$ cat src/hw/rtl/brl_pkg.sv
// brl_pkg: shared widths, request and command types for the line rasterizer
// no dependencies; used by every module in hw/rtl
`default_nettype none

package brl_pkg;

    localparam int COORD_BITS  = 12;
    localparam int DELTA_BITS  = COORD_BITS + 1;
    localparam int ERR_BITS    = COORD_BITS + 2;
    localparam int QUEUE_DEPTH = 2;

    localparam logic KIND_LOAD = 1'b0;
    localparam logic KIND_STEP = 1'b1;

    typedef logic signed [COORD_BITS-1:0] coord_t;
    typedef logic        [COORD_BITS-1:0] ucoord_t;
    typedef logic        [DELTA_BITS-1:0] delta_t;
    typedef logic        [ERR_BITS-1:0]   err_t;

    typedef struct packed {
        logic   kind;
        coord_t start_x;
        coord_t start_y;
        coord_t end_x;
        coord_t end_y;
    } in_item_t;

    typedef struct packed {
        coord_t pixel_x;
        coord_t pixel_y;
        logic   last;
    } out_item_t;

    typedef struct packed {
        logic    kind;
        ucoord_t cursor_x;
        ucoord_t cursor_y;
        ucoord_t major_end;
        err_t    error_acc;
        delta_t  error_inc;
        delta_t  error_limit;
        logic    y_major;
        logic    dir_x_neg;
        logic    dir_y_neg;
        logic    active;
    } cmd_t;

endpackage

`default_nettype wire

$ cat src/hw/rtl/brl_front.sv
// brl_front: accepts requests, classifies them and works out segment setup
// depends on brl_pkg; feeds brl_queue through a registered command stage
`default_nettype none

module brl_front (
    input  wire logic            aclk,
    input  wire logic            aresetn,
    input  wire logic            s_valid,
    output logic                 s_ready,
    input  wire brl_pkg::in_item_t s_data,
    output logic                 f_valid,
    input  wire logic            f_ready,
    output brl_pkg::cmd_t        f_cmd
);

    localparam int CW = brl_pkg::COORD_BITS;
    localparam int DW = brl_pkg::DELTA_BITS;
    localparam int EW = brl_pkg::ERR_BITS;

    logic          f_valid_reg, f_valid_next;
    brl_pkg::cmd_t f_cmd_reg, f_cmd_next;

    logic signed [DW-1:0] dx, dy;
    logic [CW-1:0]        adx, ady, amaj, amin;
    logic                 y_major;
    logic                 take;

    assign s_ready = !f_valid_reg || f_ready;
    assign take    = s_valid && s_ready;
    assign f_valid = f_valid_reg;
    assign f_cmd   = f_cmd_reg;

    always_comb begin
        dx = DW'(s_data.end_x) - DW'(s_data.start_x);
        dy = DW'(s_data.end_y) - DW'(s_data.start_y);
        adx = dx[DW-1] ? CW'(-dx) : CW'(dx);
        ady = dy[DW-1] ? CW'(-dy) : CW'(dy);
        y_major = ady > adx;
        amaj = y_major ? ady : adx;
        amin = y_major ? adx : ady;

        f_cmd_next.kind        = s_data.kind;
        f_cmd_next.cursor_x    = s_data.start_x;
        f_cmd_next.cursor_y    = s_data.start_y;
        f_cmd_next.major_end   = y_major ? s_data.end_y : s_data.end_x;
        f_cmd_next.error_acc   = EW'(amaj);
        f_cmd_next.error_inc   = {amin, 1'b0};
        f_cmd_next.error_limit = {amaj, 1'b0};
        f_cmd_next.y_major     = y_major;
        f_cmd_next.dir_x_neg   = dx[DW-1];
        f_cmd_next.dir_y_neg   = dy[DW-1];
        f_cmd_next.active      = amaj != '0;

        if (take) begin
            f_valid_next = 1'b1;
        end else if (f_ready) begin
            f_valid_next = 1'b0;
        end else begin
            f_valid_next = f_valid_reg;
        end
    end

    always_ff @(posedge aclk) begin
        if (!aresetn) begin
            f_valid_reg <= 1'b0;
        end else begin
            f_valid_reg <= f_valid_next;
        end
    end

    always_ff @(posedge aclk) begin
        if (take) begin
            f_cmd_reg <= f_cmd_next;
        end
    end

endmodule

`default_nettype wire

$ cat src/hw/rtl/brl_queue.sv
// brl_queue: short command queue between the front and back parts
// depends on brl_pkg for the command type
`default_nettype none

module brl_queue #(
    parameter int DEPTH = brl_pkg::QUEUE_DEPTH
) (
    input  wire logic          aclk,
    input  wire logic          aresetn,
    input  wire logic          wr_valid,
    output logic               wr_ready,
    input  wire brl_pkg::cmd_t wr_data,
    output logic               rd_valid,
    input  wire logic          rd_ready,
    output brl_pkg::cmd_t      rd_data
);

    localparam int PW = (DEPTH > 1) ? $clog2(DEPTH) : 1;
    localparam int NW = $clog2(DEPTH + 1);
    localparam logic [PW-1:0] LAST_PTR = PW'(DEPTH - 1);
    localparam logic [NW-1:0] FULL_CNT = NW'(DEPTH);

    brl_pkg::cmd_t mem [DEPTH];

    logic [PW-1:0] wr_ptr_reg, wr_ptr_next;
    logic [PW-1:0] rd_ptr_reg, rd_ptr_next;
    logic [NW-1:0] count_reg, count_next;
    logic          push, pop;

    assign wr_ready = count_reg != FULL_CNT;
    assign rd_valid = count_reg != '0;
    assign push     = wr_valid && wr_ready;
    assign pop      = rd_valid && rd_ready;
    assign rd_data  = mem[rd_ptr_reg];

    always_comb begin
        wr_ptr_next = wr_ptr_reg;
        rd_ptr_next = rd_ptr_reg;
        count_next  = count_reg;
        if (push) begin
            wr_ptr_next = (wr_ptr_reg == LAST_PTR) ? '0 : wr_ptr_reg + PW'(1);
        end
        if (pop) begin
            rd_ptr_next = (rd_ptr_reg == LAST_PTR) ? '0 : rd_ptr_reg + PW'(1);
        end
        if (push && !pop) begin
            count_next = count_reg + NW'(1);
        end else if (pop && !push) begin
            count_next = count_reg - NW'(1);
        end
    end

    always_ff @(posedge aclk) begin
        if (!aresetn) begin
            wr_ptr_reg <= '0;
            rd_ptr_reg <= '0;
            count_reg  <= '0;
        end else begin
            wr_ptr_reg <= wr_ptr_next;
            rd_ptr_reg <= rd_ptr_next;
            count_reg  <= count_next;
        end
    end

    always_ff @(posedge aclk) begin
        if (push) begin
            mem[wr_ptr_reg] <= wr_data;
        end
    end

endmodule

`default_nettype wire

$ cat src/hw/rtl/brl_back.sv
// brl_back: holds the segment state, steps the error term, drives the pixel register
// depends on brl_pkg; takes commands from brl_queue
`default_nettype none

module brl_back (
    input  wire logic          aclk,
    input  wire logic          aresetn,
    input  wire logic          q_valid,
    output logic               q_ready,
    input  wire brl_pkg::cmd_t q_cmd,
    output logic               m_valid,
    input  wire logic          m_ready,
    output brl_pkg::out_item_t m_data
);

    localparam int CW = brl_pkg::COORD_BITS;
    localparam int EW = brl_pkg::ERR_BITS;

    logic [CW-1:0]         cursor_x_reg, cursor_x_next;
    logic [CW-1:0]         cursor_y_reg, cursor_y_next;
    logic [CW-1:0]         major_end_reg, major_end_next;
    brl_pkg::err_t         error_acc_reg, error_acc_next;
    brl_pkg::delta_t       error_inc_reg, error_inc_next;
    brl_pkg::delta_t       error_limit_reg, error_limit_next;
    logic                  y_major_reg, y_major_next;
    logic                  dir_x_neg_reg, dir_x_neg_next;
    logic                  dir_y_neg_reg, dir_y_neg_next;
    logic                  active_reg, active_next;
    logic                  m_valid_reg, m_valid_next;
    brl_pkg::out_item_t    m_data_reg, m_data_next;

    logic                  out_free, pop, emit;
    brl_pkg::err_t         acc_sum;
    logic                  over;
    logic [CW-1:0]         x_step, y_step, maj_now;

    assign out_free = !m_valid_reg || m_ready;
    assign q_ready  = (q_cmd.kind == brl_pkg::KIND_LOAD) || !active_reg || out_free;
    assign pop      = q_valid && q_ready;
    assign emit     = pop && (q_cmd.kind == brl_pkg::KIND_STEP) && active_reg;
    assign m_valid  = m_valid_reg;
    assign m_data   = m_data_reg;

    always_comb begin
        acc_sum = error_acc_reg + EW'(error_inc_reg);
        over    = acc_sum > EW'(error_limit_reg);
        x_step  = dir_x_neg_reg ? cursor_x_reg - CW'(1) : cursor_x_reg + CW'(1);
        y_step  = dir_y_neg_reg ? cursor_y_reg - CW'(1) : cursor_y_reg + CW'(1);
        maj_now = y_major_reg ? y_step : x_step;

        cursor_x_next    = cursor_x_reg;
        cursor_y_next    = cursor_y_reg;
        major_end_next   = major_end_reg;
        error_acc_next   = error_acc_reg;
        error_inc_next   = error_inc_reg;
        error_limit_next = error_limit_reg;
        y_major_next     = y_major_reg;
        dir_x_neg_next   = dir_x_neg_reg;
        dir_y_neg_next   = dir_y_neg_reg;
        active_next      = active_reg;
        m_data_next      = m_data_reg;

        if (pop && (q_cmd.kind == brl_pkg::KIND_LOAD)) begin
            cursor_x_next    = q_cmd.cursor_x;
            cursor_y_next    = q_cmd.cursor_y;
            major_end_next   = q_cmd.major_end;
            error_acc_next   = q_cmd.error_acc;
            error_inc_next   = q_cmd.error_inc;
            error_limit_next = q_cmd.error_limit;
            y_major_next     = q_cmd.y_major;
            dir_x_neg_next   = q_cmd.dir_x_neg;
            dir_y_neg_next   = q_cmd.dir_y_neg;
            active_next      = q_cmd.active;
        end else if (emit) begin
            m_data_next.pixel_x = cursor_x_reg;
            m_data_next.pixel_y = cursor_y_reg;
            m_data_next.last    = maj_now == major_end_reg;
            error_acc_next = over ? acc_sum - EW'(error_limit_reg) : acc_sum;
            if (y_major_reg) begin
                cursor_y_next = y_step;
                cursor_x_next = over ? x_step : cursor_x_reg;
            end else begin
                cursor_x_next = x_step;
                cursor_y_next = over ? y_step : cursor_y_reg;
            end
            if (maj_now == major_end_reg) begin
                active_next = 1'b0;
            end
        end

        if (emit) begin
            m_valid_next = 1'b1;
        end else if (m_ready) begin
            m_valid_next = 1'b0;
        end else begin
            m_valid_next = m_valid_reg;
        end
    end

    always_ff @(posedge aclk) begin
        if (!aresetn) begin
            active_reg  <= 1'b0;
            m_valid_reg <= 1'b0;
        end else begin
            active_reg  <= active_next;
            m_valid_reg <= m_valid_next;
        end
    end

    always_ff @(posedge aclk) begin
        cursor_x_reg    <= cursor_x_next;
        cursor_y_reg    <= cursor_y_next;
        major_end_reg   <= major_end_next;
        error_acc_reg   <= error_acc_next;
        error_inc_reg   <= error_inc_next;
        error_limit_reg <= error_limit_next;
        y_major_reg     <= y_major_next;
        dir_x_neg_reg   <= dir_x_neg_next;
        dir_y_neg_reg   <= dir_y_neg_next;
        m_data_reg      <= m_data_next;
    end

endmodule

`default_nettype wire

$ cat src/hw/rtl/bresenham_line_rasterizer.sv
// bresenham_line_rasterizer: top level, front setup stage, command queue, stepping back end
// depends on brl_pkg, brl_front, brl_queue and brl_back
//
//   channel | ports                      | moves
//   s_      | s_valid s_ready s_data     | load or step request, brl_pkg::in_item_t
//   m_      | m_valid m_ready m_data     | pixel with last flag, brl_pkg::out_item_t
//
// one request per cycle sustained while m_ready stays high; a step request reaches m_data
// through the front setup register, a queue slot and the pixel register
// the back end does one error add, compare and subtract per cycle, which sets the rate
// a load gives no pixel; a step with no segment pending is consumed without a pixel
// synchronous active-low reset empties the queue and clears the segment; no sweep
// a stalled m_ready backs up the queue, then s_ready falls once the queue and front register are full
`default_nettype none

module bresenham_line_rasterizer #(
    parameter int QUEUE_DEPTH = brl_pkg::QUEUE_DEPTH
) (
    input  wire logic               aclk,
    input  wire logic               aresetn,
    input  wire logic               s_valid,
    output logic                    s_ready,
    input  wire brl_pkg::in_item_t  s_data,
    output logic                    m_valid,
    input  wire logic               m_ready,
    output brl_pkg::out_item_t      m_data
);

    logic          f_valid, f_ready;
    brl_pkg::cmd_t f_cmd;
    logic          q_valid, q_ready;
    brl_pkg::cmd_t q_cmd;

    brl_front u_front (
        .aclk    (aclk),
        .aresetn (aresetn),
        .s_valid (s_valid),
        .s_ready (s_ready),
        .s_data  (s_data),
        .f_valid (f_valid),
        .f_ready (f_ready),
        .f_cmd   (f_cmd)
    );

    brl_queue #(
        .DEPTH (QUEUE_DEPTH)
    ) u_queue (
        .aclk     (aclk),
        .aresetn  (aresetn),
        .wr_valid (f_valid),
        .wr_ready (f_ready),
        .wr_data  (f_cmd),
        .rd_valid (q_valid),
        .rd_ready (q_ready),
        .rd_data  (q_cmd)
    );

    brl_back u_back (
        .aclk    (aclk),
        .aresetn (aresetn),
        .q_valid (q_valid),
        .q_ready (q_ready),
        .q_cmd   (q_cmd),
        .m_valid (m_valid),
        .m_ready (m_ready),
        .m_data  (m_data)
    );

endmodule

`default_nettype wire

$ cat config.mk
export PLATFORM = sky130hd
export DESIGN_NAME = bresenham_line_rasterizer
export DESIGN_NICKNAME = d
export VERILOG_FILES = /design/src/hw/rtl/brl_pkg.sv /design/src/hw/rtl/brl_front.sv /design/src/hw/rtl/brl_queue.sv /design/src/hw/rtl/brl_back.sv /design/src/hw/rtl/bresenham_line_rasterizer.sv
export SDC_FILE = /design/constraint.sdc
export NUM_CORES = 1
export LEC_CHECK = 0
export BUFFER_PORTS_ARGS = -buffer_cell sky130_fd_sc_hd__clkbuf_2
export CAP_MARGIN = 20
export CORE_UTILIZATION = 45
export CTS_CLUSTER_SIZE = 20
export DETAILED_ROUTE_END_ITERATION = 6
export PLACE_DENSITY = 0.62
export SYNTH_ARGS = -nofsm -noshare
export SYNTH_HDL_FRONTEND = slang
export SYNTH_SLANG_ARGS = --single-unit
$ cat constraint.sdc
create_clock -name aclk -period 13.1 [get_ports aclk]
set_input_delay 2.62 -clock aclk [delete_from_list [all_inputs] [get_ports aclk]]
set_output_delay 2.62 -clock aclk [all_outputs]
set_load 0.1 [all_outputs]
# Word level (Yosys, flattened, before mapping)
# Memories as Yosys holds them, arrays and structs flattened. A register that Yosys moved wholly into a read port is not among the register bits.
# Index checks and enable logic that the tools add are counted.
# classes
mux	34
add_sub_neg	14
magnitude_cmp	2
eq_ne	3
n_reduce_logical	29
bitwise	2
# ops
operator	n
$mux W12	16
$mux W14	3
$sub A12 B12 Y13	2
$add A12 B1 Y12 const B	2
$neg A12 Y12	2
$sub A12 B1 Y12 const B	2
$add A14 B13 Y14	1
$gt A14 B13 Y1	1
$sub A14 B13 Y14	1
$mux W1	13
$eq A12 B12 Y1	1
$gt A12 B12 Y1	1
$reduce_bool A12 Y1	1
$reduce_bool A2 Y1	6
$logic_and A1 B1 Y1	8
$reduce_and A2 Y1	4
$logic_not A1 Y1	5
$logic_or A1 B1 Y1	4
$mux W2	2
$ne A3 B3 Y1 const B	1
$reduce_bool A3 Y1	1
$add A1 B1 Y1 const B	2
$add A2 B1 Y2 const B	1
$ne A2 B2 Y1 const B	1
other kinds (2)	3
# word_totals
mem_count	1
reg_bits	176
ram_bits	154
out_inout_bits	27
# memory_table
name	depth	word_bits	read_ports	rd_ports_with_merged_regs	wr	line_no	text
u_queue.mem	2	77	1	1	1	brl_queue.sv:23	brl_pkg::cmd_t mem [DEPTH];

# Logic depth before layout (Yosys ltp)
# logic_depth
ltp_word	8
mapped_depth	24

# Hierarchy
# From an unflattened synthesis, not the netlist that was laid out.
# hier_totals
cells_unflattened	1378
hier_area_um2	17688.2
# modules_own_cells
module	instances	cells_per_inst	seq_area_each_um2	area_per_inst_um2
brl_back	1	633	3163.0	6666.4
brl_queue	1	276	4964.8	6084.6
brl_front	1	469	1971.9	4937.2

# Worst setup path before layout
# OpenSTA, ideal clock, no wires.
# synth_timing
path_kind	input -> register
from	input s_data[0] (netlist name)
to	register u_front.f_cmd_reg, in the netlist u_front.f_cmd[0], data pin
setup_time_ns	0.273
n_path_buf	2
stages	22
slack_ns	5.707
arrival_time_ns	7.120
path_cell_list	inv_1 -> ha_1 -> fa_1 -> xor2_2 -> and3_2 -> or3b_1 -> nor4b_2 -> a311o_1 -> a211oi_2 -> a211oi_1 -> inv_1 -> ha_1 -> nand4_1 -> or3_1 -> o31ai_1 -> inv_1 -> clkbuf_1 -> buf_1 -> nor2_1 -> a32oi_1 -> nor4_1 -> o211ai_2
# synth_rtl
item	line_no	text
start: declaration	bresenham_line_rasterizer.sv:23	input wire brl_pkg::in_item_t s_data,
end signal: assignment	brl_front.sv:73	f_cmd_reg <= f_cmd_next;
end: declaration	brl_front.sv:21	brl_pkg::cmd_t f_cmd_reg, f_cmd_next;

==> metrics.txt <==
status complete, no violations; Synth cell types 86; first-pass detailed-route iteration total 5; Post-CTS Repair Setup Buffers 0; Mean Syn Cell Area 12.90 sq um; flops & latches, synth roughly 310; worst r2r src u_back.error_inc_reg[1]; leakage a little under 7 nW; CTS tree done; I/O pins 80; crit path from s_data[0]; filler cell count 2952; startpoint types input pin; Antenna Violating Nets Remaining 0; number of flip-flops in the largest register 130; post-synth top area share 0.5612; CTS root buf clkbuf_16; Num CTS Buffers 35; gr ovfl total 0; antenna cell count 0; area grow syn2layout 12.83%; detail-routed via count per cell ~5.6; hold_buf cts 0; Skew-Pair Late Insertion Delay about 0.52 ns; Slew @ Worst Pin roughly 1.1 ns; top area cells in the synthesized netlist edfxtp_1, ha_1, mux2_2; Internal between 2 and 3 mW; DR DRC count 0; Final #Nets roughly 1500; ys async rst share 0; Worst Path Arrival approximately 8.5 ns; post-synthesis cell area roughly 16000 sq um; Reg clk slew, reported paths about 0.060 ns; CTS resizes 0; hpwl dp 25.42 mm; H-tree Lvls 2; fmax 0.1205 GHz; Via Count between 10000 and 15000; Initial Util 0.4589; Yosys top cell by area edfxtp_1; Sw Share 0.3763; fin util 0.5178; Multi-input gate area 6435 sq um; Max Cap Viol 0; crit path time final 8.296 ns; post-route cell area 17930 sq um; CTS sink cnt 305; Final Hold Fails 0; Peak VDD IR ~0.12 mV; non-filler cells in the finished layout between 1500 and 2000; RR Endpoint u_back.cursor_y_reg[0]; Die W 189.9 um; mean routed wirelength per cell a little under 20 um; largest net degree at the start of global routing 72; combinational power share 0.475; # rows between 60 and 70; Clock power frac 0.199; Max Slew Vio Count 0; Synth Net Count ~1400; final worst slack ~4.8 ns; NetSw roughly 1.8 mW; top-count cell post-synth edfxtp_1; clock skew 0.02902 ns; Post-Route WL about 35 mm; register area slightly above 9000 sq um; antenna violations before repair 0; Placement Cell Area 16820 sq um; initial DRC count 750; dpl ws around 4.3 ns; Final period util 0.6333; PwrDens roughly 270 nW/um^2; Hold WC Path Type reg2reg; Worst slew margin 0.2831; sequential share of the synthesized area 0.5713; data required time of the worst path 13.34 ns; Critical Path End u_front.f_cmd[0]; Sequential Power Share 0.326; Post-Place Cells between 1500 and 2000; synth cell count leaders edfxtp_1, ha_1, a21oi_1, inv_1, nor2_1; core footprint between 30000 and 40000 sq um; share of cells above drive strength 1 0.1663; setup TNS 0 ns; Reg2Reg Depth 17; Port Buffer Count 79; Worst setup EP type flip-flop; setup violators final 0; Max Root-Sink Buffers 3; yosys warns 0; worst-path maximum fanout 36; Die Y 189.9 um; Mapped Cells around 1200; Post-synth top flop edfxtp_1; overall routing resource usage 0.2017; RSZ-0062 raised after global routing no; reg-to-reg slack, setup ~8.2 ns; number of synthesized flops with an enable pin 297; number of global-route vias before repair 9901; Die ar. about 36000 sq um; first-pass GRT wire length approximately 56 mm; Crit Path Class in2reg; gpl congestion between 0.8 and 0.9
worst max-delay path, stage by stage:
cell      delay (ns)
clkbuf_2        0.09
inv_1           0.04
ha_1            0.22
fa_1            0.47
nor2b_4         0.18
o211a_1         0.24
o221ai_4        0.16
a211oi_4        0.40
or2_0           0.41
inv_2           0.13
mux2i_1         0.33
inv_1           0.09
ha_1            0.31
nor2b_1         0.14
o211ai_1        0.17
a211oi_1        0.13
o31ai_4         0.91
inv_1           0.17
buf_4           0.33
o31ai_1         0.30
o21ai_0         0.16
nor4_1          0.36
o211ai_2        0.14
power by group through the flow:
stage               Clock [mW]  Sequential, mW  Combinational [mW]
floorplan                    0            1.57                1.73
global placement             0            1.56                2.22
detailed placement           0            1.57                2.25
CTS                      0.975            1.55                2.27
global route              1.01            1.58                2.52
finish                   0.947            1.55                2.26
through the flow:
stage               hold WS (ns)  total power [mW]
detailed placement        0.4307             3.829
global placement          0.4229             3.787
finish                    0.4275             4.764
CTS                       0.4242             4.802
floorplan                 0.4215             3.303
global route              0.4404             5.108
area by class of cell:
class                   count  area share
clock buffers              42     0.05031
inverters                  72     0.01507
flip-flops and latches    305      0.5065
multi-input cells         821      0.3589
clock inverters            19     0.01165
repair buffers             88     0.02582
well taps                 455     0.03175
cells in the final DEF (no fill, tap or decap), drive strengths merged, types with 8 or more instances in the layout:
cell type,n
buf,9
and2,14
clkbuf,121
mux2i,52
nor2b,24
xor2,15
a21oi,77
clkinv,12
nor3,23
or2,10
o211ai,12
xnor2,62
nand2,48
nand2b,14
inv,75
nor2,67
a21o,22
edfxtp,297
nand3,13
o21ai,47
a211oi,26
mux2,51
ha,83
dfxtp,8
o21a,16
or3,12
o31ai,8
cell families after synthesis:
family	share of synthesized area
adders and majority gates	0.07291
muxes	0.06889
DFF	0.5713
buffers and inverters	0.02598
AOI/OAI and AO/OA	0.1301
xor gates and xnor gates	0.04574
and+or+nand+nor	0.08511
layer usage:
layer / vias up / track usage / part of all wire
met2: 258 / 0.3045 / 0.44
met5: - / 0 / 0
met3: 59 / 0.03265 / 0.048
li1: 4884 / - / -
met4: 0 / 0.06203 / 0.023
met1: 4859 / 0.2969 / 0.49
how the worst min path moves through the flow:
stage,startpoint,to,slack (ns),depth (start not counted)
floorplan,u_front.f_cmd[0],u_queue.mem[0][0],0.42,0
global route,u_front.f_cmd[61],u_queue.mem[1][57],0.44,0
finish,u_front.f_cmd[61],u_queue.mem[1][57],0.43,0
detailed placement,u_front.f_cmd[51],u_queue.mem[1][47],0.43,0
global placement,u_front.f_cmd[23],u_queue.mem[0][21],0.42,0
CTS,u_front.f_cmd[47],u_queue.mem[0][43],0.42,0
Note: power is estimated with default switching activity, not from simulation.
